## src/rtl/lstk_pkg.sv

```systemverilog
// ----------------------------------------------------------------------------
// lstk_pkg
// Shared types and codes of the LIFO stack with in-place reverse.
// ----------------------------------------------------------------------------
package lstk_pkg;

	localparam int WORD_W   = 32;
	localparam int CMD_W    = 2;
	localparam int FILL_W   = 5;
	localparam int STATUS_W = 2;

	// command codes
	localparam logic [CMD_W-1:0] CMD_PUSH    = 2'd0;
	localparam logic [CMD_W-1:0] CMD_POP     = 2'd1;
	localparam logic [CMD_W-1:0] CMD_REVERSE = 2'd2;

	// status codes
	localparam logic [STATUS_W-1:0] STAT_OK    = 2'd0;
	localparam logic [STATUS_W-1:0] STAT_FULL  = 2'd1;
	localparam logic [STATUS_W-1:0] STAT_EMPTY = 2'd2;

	typedef struct packed {
		logic [CMD_W-1:0]         cmd;
		logic signed [WORD_W-1:0] push_value;
	} req_t;

	typedef struct packed {
		logic signed [WORD_W-1:0] popped_value;
		logic signed [WORD_W-1:0] top_value;
		logic [FILL_W-1:0]        fill_count;
		logic [STATUS_W-1:0]      status;
	} rsp_t;

	// finished request from the sequencer
	typedef struct packed {
		logic valid;
		rsp_t rsp;
	} fin_t;

	typedef enum logic [2:0] {
		ST_IDLE,
		ST_POP_RD,
		ST_REV_RD_LO,
		ST_REV_RD_HI,
		ST_REV_WR_LO,
		ST_REV_WR_HI
	} state_t;

endpackage

```

## src/rtl/lifo_stack_with_reverse.sv

```systemverilog
// Push, refused commands, no-ops, pops that empty the stack and
//   reverses of fewer than two words raise done in the cycle after start.
// A pop with two or more words first reads the store to refill the top.
// Reverse of n words: floor(n/2) pair swaps, one store access per cycle.
// Push takes one request per cycle; busy stays low while idle.
// Reset clears the count and the sequencer; the word store is not cleared.
// ----------------------------------------------------------------------------
// lifo_stack_with_reverse
// Fixed-depth stack of signed words with push, pop and in-place reverse.
// ----------------------------------------------------------------------------
module lifo_stack_with_reverse #(
	parameter int STACK_DEPTH = 16
) (
	input  logic           clk,
	input  logic           arst_n,
	input  logic           start,
	input  lstk_pkg::req_t req,
	output logic           busy,
	output logic           done,
	output lstk_pkg::rsp_t rsp
);

	localparam int AW = (STACK_DEPTH > 1) ? $clog2(STACK_DEPTH) : 1;

	lstk_pkg::fin_t fin;
	logic                               mem_we;
	logic [AW-1:0]                      mem_waddr;
	logic signed [lstk_pkg::WORD_W-1:0] mem_wdata;
	logic                               mem_re;
	logic [AW-1:0]                      mem_raddr;
	logic signed [lstk_pkg::WORD_W-1:0] mem_rdata;
	logic                               done_q;
	lstk_pkg::rsp_t                     rsp_q;

	lstk_seq #(
		.STACK_DEPTH(STACK_DEPTH),
		.AW         (AW)
	) u_seq (
		.clk      (clk),
		.arst_n   (arst_n),
		.start    (start),
		.req      (req),
		.busy     (busy),
		.fin      (fin),
		.mem_we   (mem_we),
		.mem_waddr(mem_waddr),
		.mem_wdata(mem_wdata),
		.mem_re   (mem_re),
		.mem_raddr(mem_raddr),
		.mem_rdata(mem_rdata)
	);

	lstk_mem #(
		.STACK_DEPTH(STACK_DEPTH),
		.AW         (AW)
	) u_mem (
		.clk  (clk),
		.we   (mem_we),
		.waddr(mem_waddr),
		.wdata(mem_wdata),
		.re   (mem_re),
		.raddr(mem_raddr),
		.rdata(mem_rdata)
	);

	// result strobe
	always_ff @(posedge clk or negedge arst_n) begin
		if (!arst_n) begin
			done_q <= 1'b0;
		end else begin
			done_q <= fin.valid;
		end
	end

	// result register
	always_ff @(posedge clk) begin
		if (fin.valid) begin
			rsp_q <= fin.rsp;
		end
	end

	assign done = done_q;
	assign rsp  = rsp_q;

endmodule

```

## src/rtl/lstk_mem.sv

```systemverilog
// ----------------------------------------------------------------------------
// lstk_mem
// Word store: one write port, one read port, registered read data.
// ----------------------------------------------------------------------------
module lstk_mem #(
	parameter int STACK_DEPTH = 16,
	parameter int AW = (STACK_DEPTH > 1) ? $clog2(STACK_DEPTH) : 1
) (
	input  logic                                clk,
	input  logic                                we,
	input  logic [AW-1:0]                       waddr,
	input  logic signed [lstk_pkg::WORD_W-1:0]  wdata,
	input  logic                                re,
	input  logic [AW-1:0]                       raddr,
	output logic signed [lstk_pkg::WORD_W-1:0]  rdata
);

	logic signed [lstk_pkg::WORD_W-1:0] mem [STACK_DEPTH];

	// write port
	always_ff @(posedge clk) begin
		if (we) begin
			mem[waddr] <= wdata;
		end
	end

	// read port, registered read data
	always_ff @(posedge clk) begin
		if (re) begin
			rdata <= mem[raddr];
		end
	end

endmodule

```

## src/rtl/lstk_seq.sv

```systemverilog
// ----------------------------------------------------------------------------
// lstk_seq
// Command sequencer: count and cached top word, pop refill read and the
// pairwise swap loop of reverse, all through the word store.
// ----------------------------------------------------------------------------
module lstk_seq #(
	parameter int STACK_DEPTH = 16,
	parameter int AW = (STACK_DEPTH > 1) ? $clog2(STACK_DEPTH) : 1
) (
	input  logic                                clk,
	input  logic                                arst_n,
	input  logic                                start,
	input  lstk_pkg::req_t                      req,
	output logic                                busy,
	output lstk_pkg::fin_t                      fin,
	output logic                                mem_we,
	output logic [AW-1:0]                       mem_waddr,
	output logic signed [lstk_pkg::WORD_W-1:0]  mem_wdata,
	output logic                                mem_re,
	output logic [AW-1:0]                       mem_raddr,
	input  logic signed [lstk_pkg::WORD_W-1:0]  mem_rdata
);

	localparam int CW = $clog2(STACK_DEPTH + 1);
	localparam logic [CW-1:0] FULL_CNT = CW'(STACK_DEPTH);
	localparam logic [CW:0]   TWO      = (CW+1)'(2);

	lstk_pkg::state_t state_q, state_n;
	logic [CW-1:0] count_q, count_n;
	logic signed [lstk_pkg::WORD_W-1:0] top_q, top_n;
	logic signed [lstk_pkg::WORD_W-1:0] popped_q, popped_n;
	logic signed [lstk_pkg::WORD_W-1:0] save_q, save_n;
	logic [AW-1:0] lo_q, lo_n, hi_q, hi_n;
	logic signed [lstk_pkg::WORD_W-1:0] cur_top;

	assign busy    = (state_q != lstk_pkg::ST_IDLE);
	assign cur_top = (count_q == '0) ? '0 : top_q;

	// control registers
	always_ff @(posedge clk or negedge arst_n) begin
		if (!arst_n) begin
			state_q <= lstk_pkg::ST_IDLE;
			count_q <= '0;
		end else begin
			state_q <= state_n;
			count_q <= count_n;
		end
	end

	// payload registers
	always_ff @(posedge clk) begin
		top_q    <= top_n;
		popped_q <= popped_n;
		save_q   <= save_n;
		lo_q     <= lo_n;
		hi_q     <= hi_n;
	end

	// next state, memory access and finished request
	always_comb begin
		state_n   = state_q;
		count_n   = count_q;
		top_n     = top_q;
		popped_n  = popped_q;
		save_n    = save_q;
		lo_n      = lo_q;
		hi_n      = hi_q;
		mem_we    = 1'b0;
		mem_waddr = lo_q;
		mem_wdata = req.push_value;
		mem_re    = 1'b0;
		mem_raddr = lo_q;
		fin.valid = 1'b0;
		fin.rsp.popped_value = '0;
		fin.rsp.top_value    = cur_top;
		fin.rsp.fill_count   = lstk_pkg::FILL_W'(count_q);
		fin.rsp.status       = lstk_pkg::STAT_OK;

		unique case (state_q)
			lstk_pkg::ST_IDLE: begin
				if (start) begin
					unique case (req.cmd)
						lstk_pkg::CMD_PUSH: begin
							fin.valid = 1'b1;
							if (count_q == FULL_CNT) begin
								fin.rsp.status = lstk_pkg::STAT_FULL;
							end else begin
								mem_we    = 1'b1;
								mem_waddr = count_q[AW-1:0];
								mem_wdata = req.push_value;
								count_n   = count_q + CW'(1);
								top_n     = req.push_value;
								fin.rsp.top_value  = req.push_value;
								fin.rsp.fill_count = lstk_pkg::FILL_W'(count_n);
							end
						end
						lstk_pkg::CMD_POP: begin
							if (count_q == '0) begin
								fin.valid      = 1'b1;
								fin.rsp.status = lstk_pkg::STAT_EMPTY;
							end else if ({1'b0, count_q} >= TWO) begin
								// new top lies below, fetch it
								count_n   = count_q - CW'(1);
								popped_n  = top_q;
								mem_re    = 1'b1;
								mem_raddr = AW'(count_q - CW'(2));
								state_n   = lstk_pkg::ST_POP_RD;
							end else begin
								count_n = '0;
								fin.valid = 1'b1;
								fin.rsp.popped_value = top_q;
								fin.rsp.top_value    = '0;
								fin.rsp.fill_count   = '0;
							end
						end
						lstk_pkg::CMD_REVERSE: begin
							if ({1'b0, count_q} >= TWO) begin
								lo_n    = '0;
								hi_n    = AW'(count_q - CW'(1));
								state_n = lstk_pkg::ST_REV_RD_LO;
							end else begin
								fin.valid = 1'b1;
							end
						end
						default: begin
							// unused code acts as a no-op
							fin.valid = 1'b1;
						end
					endcase
				end
			end
			lstk_pkg::ST_POP_RD: begin
				top_n     = mem_rdata;
				fin.valid = 1'b1;
				fin.rsp.popped_value = popped_q;
				fin.rsp.top_value    = mem_rdata;
				state_n   = lstk_pkg::ST_IDLE;
			end
			lstk_pkg::ST_REV_RD_LO: begin
				mem_re    = 1'b1;
				mem_raddr = lo_q;
				state_n   = lstk_pkg::ST_REV_RD_HI;
			end
			lstk_pkg::ST_REV_RD_HI: begin
				mem_re    = 1'b1;
				mem_raddr = hi_q;
				save_n    = mem_rdata;
				state_n   = lstk_pkg::ST_REV_WR_LO;
			end
			lstk_pkg::ST_REV_WR_LO: begin
				mem_we    = 1'b1;
				mem_waddr = lo_q;
				mem_wdata = mem_rdata;
				state_n   = lstk_pkg::ST_REV_WR_HI;
			end
			lstk_pkg::ST_REV_WR_HI: begin
				mem_we    = 1'b1;
				mem_waddr = hi_q;
				mem_wdata = save_q;
				// bottom word becomes the new top on the first pair
				if (lo_q == '0) begin
					top_n = save_q;
				end
				lo_n = lo_q + AW'(1);
				hi_n = hi_q - AW'(1);
				if (({1'b0, lo_q} + (AW+1)'(2)) < {1'b0, hi_q}) begin
					state_n = lstk_pkg::ST_REV_RD_LO;
				end else begin
					state_n   = lstk_pkg::ST_IDLE;
					fin.valid = 1'b1;
					fin.rsp.top_value = top_n;
				end
			end
			default: begin
				state_n = lstk_pkg::ST_IDLE;
			end
		endcase
	end

	// the count never passes the depth
	a_count_range: assert property (@(posedge clk) disable iff (!arst_n)
		count_q <= FULL_CNT)
		else $error("stack count above depth");

	// a read never meets a write to the same entry
	a_no_rw_clash: assert property (@(posedge clk) disable iff (!arst_n)
		(mem_we && mem_re) |-> (mem_waddr != mem_raddr))
		else $error("read and write to the same entry");

	// a request that does not finish at once keeps the sequencer busy
	a_start_busy: assert property (@(posedge clk) disable iff (!arst_n)
		(start && !busy && !fin.valid) |=> busy)
		else $error("unfinished request left the sequencer idle");

	// swap reads and the first write never finish a request
	a_swap_no_fin: assert property (@(posedge clk) disable iff (!arst_n)
		(state_q == lstk_pkg::ST_REV_RD_LO || state_q == lstk_pkg::ST_REV_RD_HI ||
		 state_q == lstk_pkg::ST_REV_WR_LO) |-> !fin.valid)
		else $error("request finished in the middle of a swap");

	// a pop refill always finishes the request
	a_pop_fin: assert property (@(posedge clk) disable iff (!arst_n)
		(state_q == lstk_pkg::ST_POP_RD) |-> (fin.valid && state_n == lstk_pkg::ST_IDLE))
		else $error("pop refill did not finish");

endmodule

```

## config.mk

```make
export PLATFORM = sky130hd
export DESIGN_NAME = lifo_stack_with_reverse
export DESIGN_NICKNAME = d
export VERILOG_FILES = /design/src/rtl/lstk_pkg.sv /design/src/rtl/lifo_stack_with_reverse.sv /design/src/rtl/lstk_mem.sv /design/src/rtl/lstk_seq.sv
export SDC_FILE = /design/constraint.sdc
export NUM_CORES = 1
export LEC_CHECK = 0
export BUFFER_PORTS_ARGS = -buffer_cell sky130_fd_sc_hd__buf_2
export CAP_MARGIN = 20
export CORE_ASPECT_RATIO = 1.5
export CORE_MARGIN = 10
export CORE_UTILIZATION = 60
export DETAILED_ROUTE_END_ITERATION = 7
export PLACE_DENSITY_LB_ADDON = 0.05
export SYNTH_ARGS = -nofsm -noshare
export SYNTH_HDL_FRONTEND = slang
export SYNTH_SLANG_ARGS = --single-unit
export TNS_END_PERCENT = 20
```

## constraint.sdc

```tcl
create_clock -name clk -period 8.3 [get_ports clk]
set_input_delay 1.245 -clock clk [delete_from_list [all_inputs] [get_ports clk]]
set_output_delay 1.245 -clock clk [all_outputs]
set_load 0.1 [all_outputs]
```

==> results.yml <==
outcome:
  outcome: "complete, no violations"
synth:
  synth_common_cells: "edfxtp_1 (719), nand2_1 (329), mux2i_1 (133), a32oi_1 (97), clkbuf_1 (88)"
  synth_cell_types: 64
  synth-edff-count: 719
  syn_avg_cell_area_um2: 14.6
  netlist_area_mm2: 0.0304
  async_reset_ff_share_pct: 1.24
  netlist.top_cell.by_area: "edfxtp_1"
  yosysWarnings: 0
  synth_nets: 2138
  synthTopCellsByArea: "edfxtp_1 (71%), mux2i_1 (4.4%), nand2_1 (4.1%)"
  ys_seq_area_share_pct: 71.8
  syn_inst: 2084
  synth_flop_cell: "edfxtp_1"
  synth_seq_cells: 728
  synth_most_common_cell: "edfxtp_1"
  yosys.area.top_type_share_pct: 71.0
routing:
  drtPass1Iterations: 6
  drt_wl_total_mm: 76.3
  drc: 0
  via_count: 18900
  via_per_inst: 6.50
  wire_per_inst_um: 26.2
  drtIter0Drc: 2261
  antenna_left: 0
cts:
  postCtsSetupRepairBufs: 0
  postCtsHoldBufs: 0
  clock_path_buffers: 3
  cts-buffers-inserted: 67
  root_buffer: "clkbuf_16"
  cts_tree: "done"
  clkSinkCount: 728
  htreeDepth: 3
  clk_pin_slew_ns: 0.06
  clk_latency_ns: 0.59
  cts_resized: 0
die:
  ioPinCount: 110
  core_area_mm2: 0.0504
  die_area_mm2: 0.0603
  chipHeight_um: 296
  chipWidth_um: 204
  num_rows: 101
  initial_core_util_pct: 60.3
grt:
  grt_max_degree: 117
  grt_pass1_vias: 18700
  globalRouteOverflowTotal: 0
  grt_util_met3_pct: 3.99
  antenna_found_initial: 0
  grt_util_met1_pct: 33.3
  grtUsageMet2_pct: 41.8
  grt_pass1_wl_mm: 116
  grt.busiest_layer: "met2"
  track_usage_pct: 25.1
critical_path:
  worstReg2RegStart: "u_seq.state_q[0]"
  crit_path_frequent_cell: "buf_4"
  critPathSlowestCell: "o211a_4"
  worstPathCellList: "buf_4 > nand3_1 > inv_2 > nor2_1 > a22oi_4 > o211a_4 > buf_4 > nand2_1 > a32oi_1 > and4_1"
  required_ns: 8.74
  startpoint: "u_seq.state_q[0]"
  worstSetupEndpointType: "flop"
  rrSetupSlack_ns: 3.71
  arrival_ns: 5.03
  worstSetupEndpoint: "u_mem.rdata[10]"
  rr_endpoint: "u_mem.rdata[10]"
  worst_setup_path_start_kind: "flop"
  max_stage_delay_ns: 0.77
  critPathKind: "flop to flop"
  r2r_cells: 10
  crit_fanout: 58
flow_run:
  maxCapViolations: 0
power_and_ir_drop:
  power_density_mw_per_mm2: 396
  power_mw: 13.6
  vdd.ir_drop.worst_uv: 456
  leakage_nw: 11.8
layout:
  nets: 2250
  final_core_util_pct: 68.0
  antenna_cells: 0
  syn2layout_area_growth_pct: 12.7
  drive_above_1_share_pct: 15.3
  fill_cells: 3475
sta:
  fmax_ghz: 0.218
  min_period_ns: 4.59
  rsz0062_at_grt: "no"
  fin_setup_tns_ns: 0
  hold_slack_ns: 0.509
  post-route-worst-setup-slack_ns: 3.71
  slew_headroom_pct: 32.4
  slew_viol_final: 0
  timing.final.crit_share_pct: 55.3
  finalHoldViolCount: 0
  fin_skew_ns: 0.0291
  setup_viol: 0
  tightest_slew_ns: 1.01
hold_path:
  hold_path_class: "primary input to asynchronous set/reset pin"
placement:
  dp_hpwl_mm: 45.6
  place_ws_ns: 3.29
  portBuffers: 109
  gp_congestion: 0.857
==> report_power, final <==
part           internal [mW]  switching [mW]
sequential              5.16           0.330
clock                   1.75            1.31
combinational           1.27            3.74
==> sequential cells by signal, summed over array words and instances (netlist names) <==
name / cells
u_seq.state_q: 3
u_seq.save_q: 32
done: 1
u_seq.hi_q: 4
u_mem.rdata: 32
u_seq.top_q: 32
u_seq.lo_q: 4
u_seq.popped_q: 32
u_mem.mem: 512
rsp: 71
u_seq.count_q: 5
==> how the worst min path moves through the flow <==
| stage | from | to | cells past startpoint |
|---|---|---|---|
| 2_1_floorplan | u_mem.rdata[16] | u_seq.save_q[16] | 0 |
| 3_3_place_gp | u_seq.top_q[31] | u_seq.popped_q[31] | 0 |
| 3_5_place_dp | u_seq.top_q[0] | u_seq.popped_q[0] | 0 |
| 4_1_cts | arst_n | u_seq.count_q[0] | 1 |
| 5_1_grt | arst_n | u_seq.count_q[2] | 1 |
| 6_report | arst_n | u_seq.count_q[2] | 1 |
==> cell usage in the layout (no fill, tap or decap), drive strengths merged, types with 6 or more instances in the layout <==
cell type | synthesis | layout
clkbuf | 89 | 81
a222oi | 14 | 14
nor3 | 6 | 6
buf | 63 | 195
mux2i | 133 | 133
a21oi | 50 | 50
nand2 | 329 | 329
inv | 35 | 38
o21ai | 100 | 100
bufinv | 0 | 7
nor2b | 6 | 6
a22oi | 13 | 13
nand3 | 8 | 8
dfrtp | 9 | 9
nand2b | 10 | 10
a221o | 40 | 40
a31o | 12 | 12
ha | 17 | 17
a32oi | 97 | 97
and4 | 32 | 32
a22o | 33 | 33
a221oi | 78 | 78
clkinv | 0 | 26
edfxtp | 719 | 719
nor2 | 62 | 62
and3 | 68 | 68
==> kinds of logic after synthesis <==
family | Yosys count | synth area share, %
compound gates | 476 | 12.1
xor+xnor | 7 | 0.202
simple gates | 534 | 8.17
mux | 135 | 4.45
buf+inv | 187 | 2.67
fa+ha+maj | 17 | 0.700
flops | 728 | 71.8
==> final cells by class <==
type                    count  area, um2  area share (%)
inverters                  35        131           0.383
flip-flops and latches    728      21800            63.7
multi-input cells        1169       8000            23.4
well taps                 669        837            2.44
clock inverters            38        394            1.15
clock buffers              81       1770            5.17
repair buffers            195       1310            3.83
==> stage by stage <==
stage | instances | cell area, um2
2_1_floorplan | 2084 | 30400
3_3_place_gp | 2785 | 31900
3_5_place_dp | 2792 | 32100
4_1_cts | 2911 | 34200
5_1_grt | 2915 | 34300
6_report | 2915 | 34300
==> per-layer routing <==
layer | up-vias | wire, um
li1 | 8443 | -
met1 | 9442 | 30500
met2 | 919 | 37600
met3 | 143 | 6240
met4 | 0 | 1970
met5 | - | 0
==> worst max-delay path, delay by kind of cell (launching register included) <==
family / cells / cell delay, ns
compound gates: 3 / 1.37
simple gates: 4 / 0.86
buf+inv: 3 / 1.76
flops: 1 / 0.34
(Power assumes the default switching activity.)
